$ cat config.mk
export PLATFORM = sky130hd
export DESIGN_NAME = tccs_addr_unit
export DESIGN_NICKNAME = d
export VERILOG_FILES = /design/src/sv/text_console_cursor_scroll_top_defines.svh /design/src/sv/tccs_addr_unit.sv
export SDC_FILE = /design/constraint.sdc
export NUM_CORES = 1
export LEC_CHECK = 0
export BUFFER_PORTS_ARGS = -buffer_cell sky130_fd_sc_hd__buf_2
export CAP_MARGIN = 20
export CORE_MARGIN = 2
export CORE_UTILIZATION = 54
export CTS_BUF_LIST = sky130_fd_sc_hd__clkbuf_16
export DETAILED_ROUTE_END_ITERATION = 7
export GPL_TIMING_DRIVEN = 1
export PLACE_DENSITY_LB_ADDON = 0.1
export RECOVER_POWER = 25
export SLEW_MARGIN = 20
export SYNTH_ARGS = -nofsm -noshare
export SYNTH_HDL_FRONTEND = slang
export SYNTH_SLANG_ARGS = --single-unit
$ cat constraint.sdc
create_clock -name clk_i -period 5.9 [get_ports clk_i]
set_input_delay 0.295 -clock clk_i [delete_from_list [all_inputs] [get_ports clk_i]]
set_output_delay 0.295 -clock clk_i [all_outputs]
set_load 0.01 [all_outputs]
$ cat src/sv/text_console_cursor_scroll_top_defines.svh
// Assertion helpers for the block that checks its own logic.
`ifndef TEXT_CONSOLE_CURSOR_SCROLL_TOP_DEFINES_SVH
`define TEXT_CONSOLE_CURSOR_SCROLL_TOP_DEFINES_SVH

// Same-cycle implication, sampled on clk_i and held off while rst_ni is low.
`define TCCS_ASSERT_IMP(lbl, pre, post) \
  lbl: assert property (@(posedge clk_i) disable iff (!rst_ni) (pre) |-> (post)) \
    else $error("text console check failed");

// Next-cycle implication, sampled on clk_i and held off while rst_ni is low.
`define TCCS_ASSERT_NEXT(lbl, pre, post) \
  lbl: assert property (@(posedge clk_i) disable iff (!rst_ni) (pre) |=> (post)) \
    else $error("text console check failed");

`endif

$ cat src/sv/tccs_addr_unit.sv
// Shared modular adder: sum_o = (a_i + b_i) mod CELLS, registered.
// Both operands are expected below CELLS.
module tccs_addr_unit #(
  parameter int CELLS = 2000,
  parameter int AW    = 11
) (
  input  logic          clk_i,
  input  logic [AW-1:0] a_i,
  input  logic [AW-1:0] b_i,
  output logic [AW-1:0] sum_o
);

  logic [AW:0]   raw_w;
  logic [AW:0]   fold_w;
  logic [AW-1:0] sum_q;

  always_comb begin
    raw_w = {1'b0, a_i} + {1'b0, b_i};
    if (raw_w >= (AW + 1)'(CELLS)) begin
      fold_w = raw_w - (AW + 1)'(CELLS);
    end else begin
      fold_w = raw_w;
    end
  end

  always_ff @(posedge clk_i) begin
    sum_q <= fold_w[AW-1:0];
  end

  assign sum_o = sum_q;

endmodule

== Yosys cells after proc, flatten, opt, wreduce, memory -nomap -nowiden ==
Cells that the tools add are included.

* $add $sub $neg: 2
* Order comparisons: 1
* Mux-type cells: 1

{| class="wikitable"
|+ Operators by type and width
! cell !! number
|-
| $add 11x11->12 || 1
|-
| $ge 12x11->1 const B || 1
|-
| $mux 11 || 1
|-
| $sub 11x11->11 const B || 1
|}

* Register bits after elaboration: 11
* Input bits: 23
* Output and inout port bits: 11
* Logic and storage cells: 5

== Depth between registers and ports, before layout ==
* Word-level depth: 3
* Depth in mapped cells: 14
* Gate-level depth less buffers: 14

== Worst setup path after synthesis ==
Ideal clock, no wire load.

* Kind: input port to flip-flop
* From: input a_i[0]
* To: register sum_q[9] (netlist: sum_o[9])
* Setup time: 0.137 ns
* Arrival: 2.444 ns
* Data required time: 5.763 ns
* Path slack: 3.319 ns
* Stages on the path: 14
* Buffers on the path: 0
* Cell sequence: ha_1 > inv_1 > fa_1 > nor2b_1 > o21ai_0 > nand2b_1 > xnor2_1 > inv_1 > ha_1 > nand2_1 > o41ai_2 > nand3_2 > a2111oi_1 > o22ai_1

* Cells in the longest elaborated chain, start to end: 3
* Elaborated cells on any way between the ends: 4
* Those cells by class: add/sub: 2; order compare: 1; mux: 1

{| class="wikitable"
|+ RTL lines
! what !! line !! text
|-
| from (decl) || tccs_addr_unit.sv:8 || <nowiki>input logic [AW-1:0] a_i,</nowiki>
|-
| $add 11x11->12 (*) || tccs_addr_unit.sv:18 || <nowiki>raw_w = {1'b0, a_i} + {1'b0, b_i};</nowiki>
|-
| $sub 11x11->11 or $ge 12x11->1 (tied branches) || tccs_addr_unit.sv:20, tccs_addr_unit.sv:19 ||
|-
| $mux 11 (*) || tccs_addr_unit.sv:19 || <nowiki>if (raw_w >= (AW + 1)'(CELLS)) begin</nowiki>
|-
| named net fold_w[9] || tccs_addr_unit.sv:14 || <nowiki>logic [AW:0] fold_w;</nowiki>
|-
| to (signal assigned) || tccs_addr_unit.sv:27 || <nowiki>sum_q <= fold_w[AW-1:0];</nowiki>
|-
| to (decl) || tccs_addr_unit.sv:15 || <nowiki>logic [AW-1:0] sum_q;</nowiki>
|}

The timed path passes the listed nets; every way through them passes the cells marked *.

== Worst setup path in the final report ==
Ends and elaborated chain as after synthesis.

==> run summary <==
The DRC violation count after routing came out at 0. In the final layout, the share of cells above drive strength 1 is 25.8%. After detailed routing, no signal wire sits above met4. The startpoint type of the worst setup path is an input port. The flip-flop cell with the highest count after synthesis is sky130_fd_sc_hd__dfxtp_1. The count of nets left with antenna violations after detail routing came out at 0. The clock tree from TritonCTS is done.

Counting buffers and inverters, the worst setup path is 15 cells deep. Counting every net in the synthesized netlist gives 159. The total grt overflow came out at 0. The actual slew at the worst max-slew pin came out at 0.470 ns. The shortest clock period the worst path allows after layout is 2.81 ns. The routed length on met1 came out at 1010 um. The smallest hold slack is 0.324 ns. The synthesized area per cell is 8.44 sq um. The average routed wire per standard cell is 12.6 um. After detailed routing, the met2 layer carries 1110 um of wire.

The deepest level of the CTS H-tree came out at 1. The post-route setup TNS is 0 ns. The filler cells instantiated in the layout total 153. The register area is 220 sq um. The register with the most flip-flops in the layout has 11 of them.

The wire length of the first global-routing pass is 3990 um. The total number of vias came out at 1,059. The post-detailed-routing wire length came out at 2320 um. The maximum clock frequency came out at 356 MHz. Synthesis produced a netlist whose cell count is 122. The count of clock tree sinks is 11. For this design the total switching power over the nets is 0.126 mW. The maximum fanout along the worst path came out at 5. The number of storage elements in the synthesis netlist came out at 11. The fraction of power consumed by the clock network came out at 31.6%. For this configuration, the core starts out at a cell density of 58.4%.

The count of maximum capacitance violations came out at 0. On the critical path, the stage with the largest delay is an instance of sky130_fd_sc_hd__a2111oi_1. From synthesis to final layout, the design area changed by 26.2%. The die is 47.7 um tall. The switching share of total power is 33.5%. The signal on the critical path passes through buf_2 -> ha_1 -> inv_1 -> fa_1 -> nor2b_1 -> o21ai_0 -> nand2b_1 -> xnor2_1 -> inv_1 -> ha_1 -> nand2_1 -> o41ai_2 -> nand3_2 -> a2111oi_1 -> o22ai_1. From left edge to right edge, the die measures 47.7 um. The final critical-path setup slack came out at 3.09 ns. The share of total power dissipated in sequential elements is 26.2%. The number of DRC markers in iteration 0 came out at 23. The number of input and output port buffers inserted came out at 33. The net count reported at finish is 197.

Entering global routing, the biggest net connects 7 pins. The endpoint of the worst hold-timing path is sum_o[0]. The clock transition at the register clock pins on the worst setup and hold paths after CTS came out at 0.04 ns. After floorplanning, the core was divided into 15 placement rows. The arrival time at the worst endpoint came out at 2.90 ns. The maximum vdd ir drop came out at 173 uV. The top-level port count is 34.

The internal power consumption is 0.250 mW. The count of endpoints failing hold in the final timing report came out at 0. The root buffer cell chosen for the clock tree is sky130_fd_sc_hd__clkbuf_16. The hold path depth came out at 2. Before CTS, the worst setup slack after placement is 2.87 ns. Summing all multi-input logic gate instances after layout gives 779 sq um.

The via count of the first global-routing pass came out at 948. The delay of the slowest cell on the worst path came out at 0.49 ns. The number of cells upsized or downsized after cts is 0. The final count of negative-setup-slack endpoints is 0. In the routed layout, each cell is associated on average with a via count of 5.76. The total power per unit cell area is 289 mW/mm^2.

The total length of routed met3 wires came out at 146 um. Combinational cells account for 42.2% of the total power. The combined buffer and inverter count along the critical path came out at 3.

The buffer levels on the longest clock path came out at 2. The post-DP HPWL is 1890 um. Sequential elements use 21.4% of the synthesized area. Counting the buffers created by CTS gives 3. The static leakage came out at 0.642 nW. The synthesized netlist occupies a cell area of 0.00103 sq mm. The antenna diode instance count came out at 0. In this run, synthesis inferred 0 flip-flops with an integrated enable. The number of optimization iterations in the first detailed-route pass is 6. The warning count from the yosys run is 0.

At the worst endpoint, the required time is 5.99 ns. The final cycle utilization of the critical path came out at 47.6%. The overall power of the completed layout is 0.376 mW. Routability-driven placement finished with a final weighted congestion of 0.908. The worst setup path is captured at a flip-flop. The max-slew violation count is 0. The overall die area came out at 0.00227 sq mm.

The distinct cell type count of the synthesized netlist is 40. The overall routing resource usage is 24.7%. Among cell families on the critical path, the largest total delay comes from compound AO/OA/AOI/OAI gates.

The worst hold path begins at b_i[0]. The total area inside the core boundary comes to 0.00176 sq mm. Setup repair after global routing left no endpoint under its margin. The run finished with clean final reports. The count of buffers added by post-CTS timing repair for setup came out at 0. The worst hold path belongs to the class input port to flip-flop.

For this run, asynchronously set or reset flops after synthesis account for 0%. The number of antenna violations at the first check in global routing came out at 0. The count of hold buffers inserted by post-cts repair came out at 0. The category of the critical setup timing path is input port to flip-flop. The worst slew margin relative to its limit is 68.4%.
==> worst max path at each step <==
stage	start	endpoint	slack, ns
after floorplan	a_i[0]	sum_o[9]	3.32
after global placement	a_i[0]	sum_o[9]	3.07
after detailed placement	a_i[0]	sum_o[9]	2.87
after CTS	a_i[0]	sum_o[9]	3.12
after global routing	a_i[0]	sum_o[9]	2.74
final	a_i[0]	sum_o[9]	3.09
==> placed cells by master (no fill, tap or decap), types with 2 or more instances in the layout <==
cell                        Yosys  routed
sky130_fd_sc_hd__o21ai_0        5       5
sky130_fd_sc_hd__mux2i_1        2       2
sky130_fd_sc_hd__nand3_1        8       8
sky130_fd_sc_hd__clkbuf_1       0       4
sky130_fd_sc_hd__nand3_2        2       2
sky130_fd_sc_hd__nor2_1         9       9
sky130_fd_sc_hd__buf_2          0      29
sky130_fd_sc_hd__nand2_1       11      11
sky130_fd_sc_hd__a31oi_1        3       3
sky130_fd_sc_hd__o311ai_1       2       2
sky130_fd_sc_hd__or3_1          2       2
sky130_fd_sc_hd__o211ai_1       2       2
sky130_fd_sc_hd__ha_1          13      13
sky130_fd_sc_hd__a21oi_1        6       6
sky130_fd_sc_hd__and2_1         3       3
sky130_fd_sc_hd__nor3_1         2       2
sky130_fd_sc_hd__dfxtp_1       11      11
sky130_fd_sc_hd__nand2b_1       2       2
sky130_fd_sc_hd__a21o_1         5       5
sky130_fd_sc_hd__xnor2_1        3       3
sky130_fd_sc_hd__a211o_1        2       2
sky130_fd_sc_hd__inv_1          8       9
sky130_fd_sc_hd__clkbuf_16      0       3
sky130_fd_sc_hd__a211oi_2       2       2
==> through the flow <==
step | std cells | utilization, % | cell area (sq um)
finish | 184 | 73.7 | 1300
global route | 184 | 73.7 | 1300
CTS | 184 | 74.0 | 1310
detailed placement | 180 | 69.5 | 1230
global placement | 180 | 69.5 | 1230
floorplan | 122 | - | 1030
==> layout make-up <==
type                       instances  area share, %
sequential                        11           16.9
clock inverter                     1          0.289
multi-input combinational        103           60.0
clock buffer                       3           5.77
timing repair buffer              33           12.3
inverter                           8           2.31
tap                               25           2.41
==> cell usage after synthesis, types with 2 or more instances <==
cell,count,area share (%)
sky130_fd_sc_hd__a211o_1,2,1.7
sky130_fd_sc_hd__o211ai_1,2,1.5
sky130_fd_sc_hd__mux2i_1,2,1.9
sky130_fd_sc_hd__nor2_1,9,3.3
sky130_fd_sc_hd__dfxtp_1,11,21
sky130_fd_sc_hd__o21ai_0,5,2.4
sky130_fd_sc_hd__nand3_1,8,3.9
sky130_fd_sc_hd__or3_1,2,1.2
sky130_fd_sc_hd__nand3_2,2,1.9
sky130_fd_sc_hd__nand2_1,11,4.0
sky130_fd_sc_hd__a21o_1,5,3.6
sky130_fd_sc_hd__nor3_1,2,0.97
sky130_fd_sc_hd__and2_1,3,1.8
sky130_fd_sc_hd__ha_1,13,16
sky130_fd_sc_hd__o311ai_1,2,1.7
sky130_fd_sc_hd__a31oi_1,3,1.8
sky130_fd_sc_hd__a21oi_1,6,2.9
sky130_fd_sc_hd__a211oi_2,2,2.4
sky130_fd_sc_hd__inv_1,8,2.9
sky130_fd_sc_hd__xnor2_1,3,2.6
sky130_fd_sc_hd__nand2b_1,2,1.2
==> cells by family (layout without fill, tap and decap cells) <==
group / Yosys count / count (layout) / share of synthesized area (%)
DFF: 11 / 11 / 21.4
AOI/OAI and AO/OA: 37 / 37 / 26.9
buffers and inverters: 8 / 45 / 2.92
xor gates and xnor gates: 5 / 5 / 4.98
muxes: 2 / 2 / 1.94
adders and majority gates: 14 / 14 / 17.7
and+or+nand+nor: 45 / 45 / 24.2
==> power groups by stage <==
stage                     clock network (mW)  logic (mW)  registers [mW]
after detailed placement                   0       0.158          0.0995
final                                  0.119       0.159          0.0985
after global placement                     0       0.153          0.0989
after floorplan                            0       0.102           0.111
after CTS                              0.120       0.160          0.0984
after global routing                   0.125       0.179           0.101
==> routing by layer <==
metal | GRT usage (%) | vias to the layer above
met2 | 41.4 | 47
met3 | 2.26 | 7
met4 | 12.4 | 0
met1 | 31.6 | 477
li1 | - | 528
met5 | 0 | -
No activity file was read; power rests on OpenSTA's default activity.
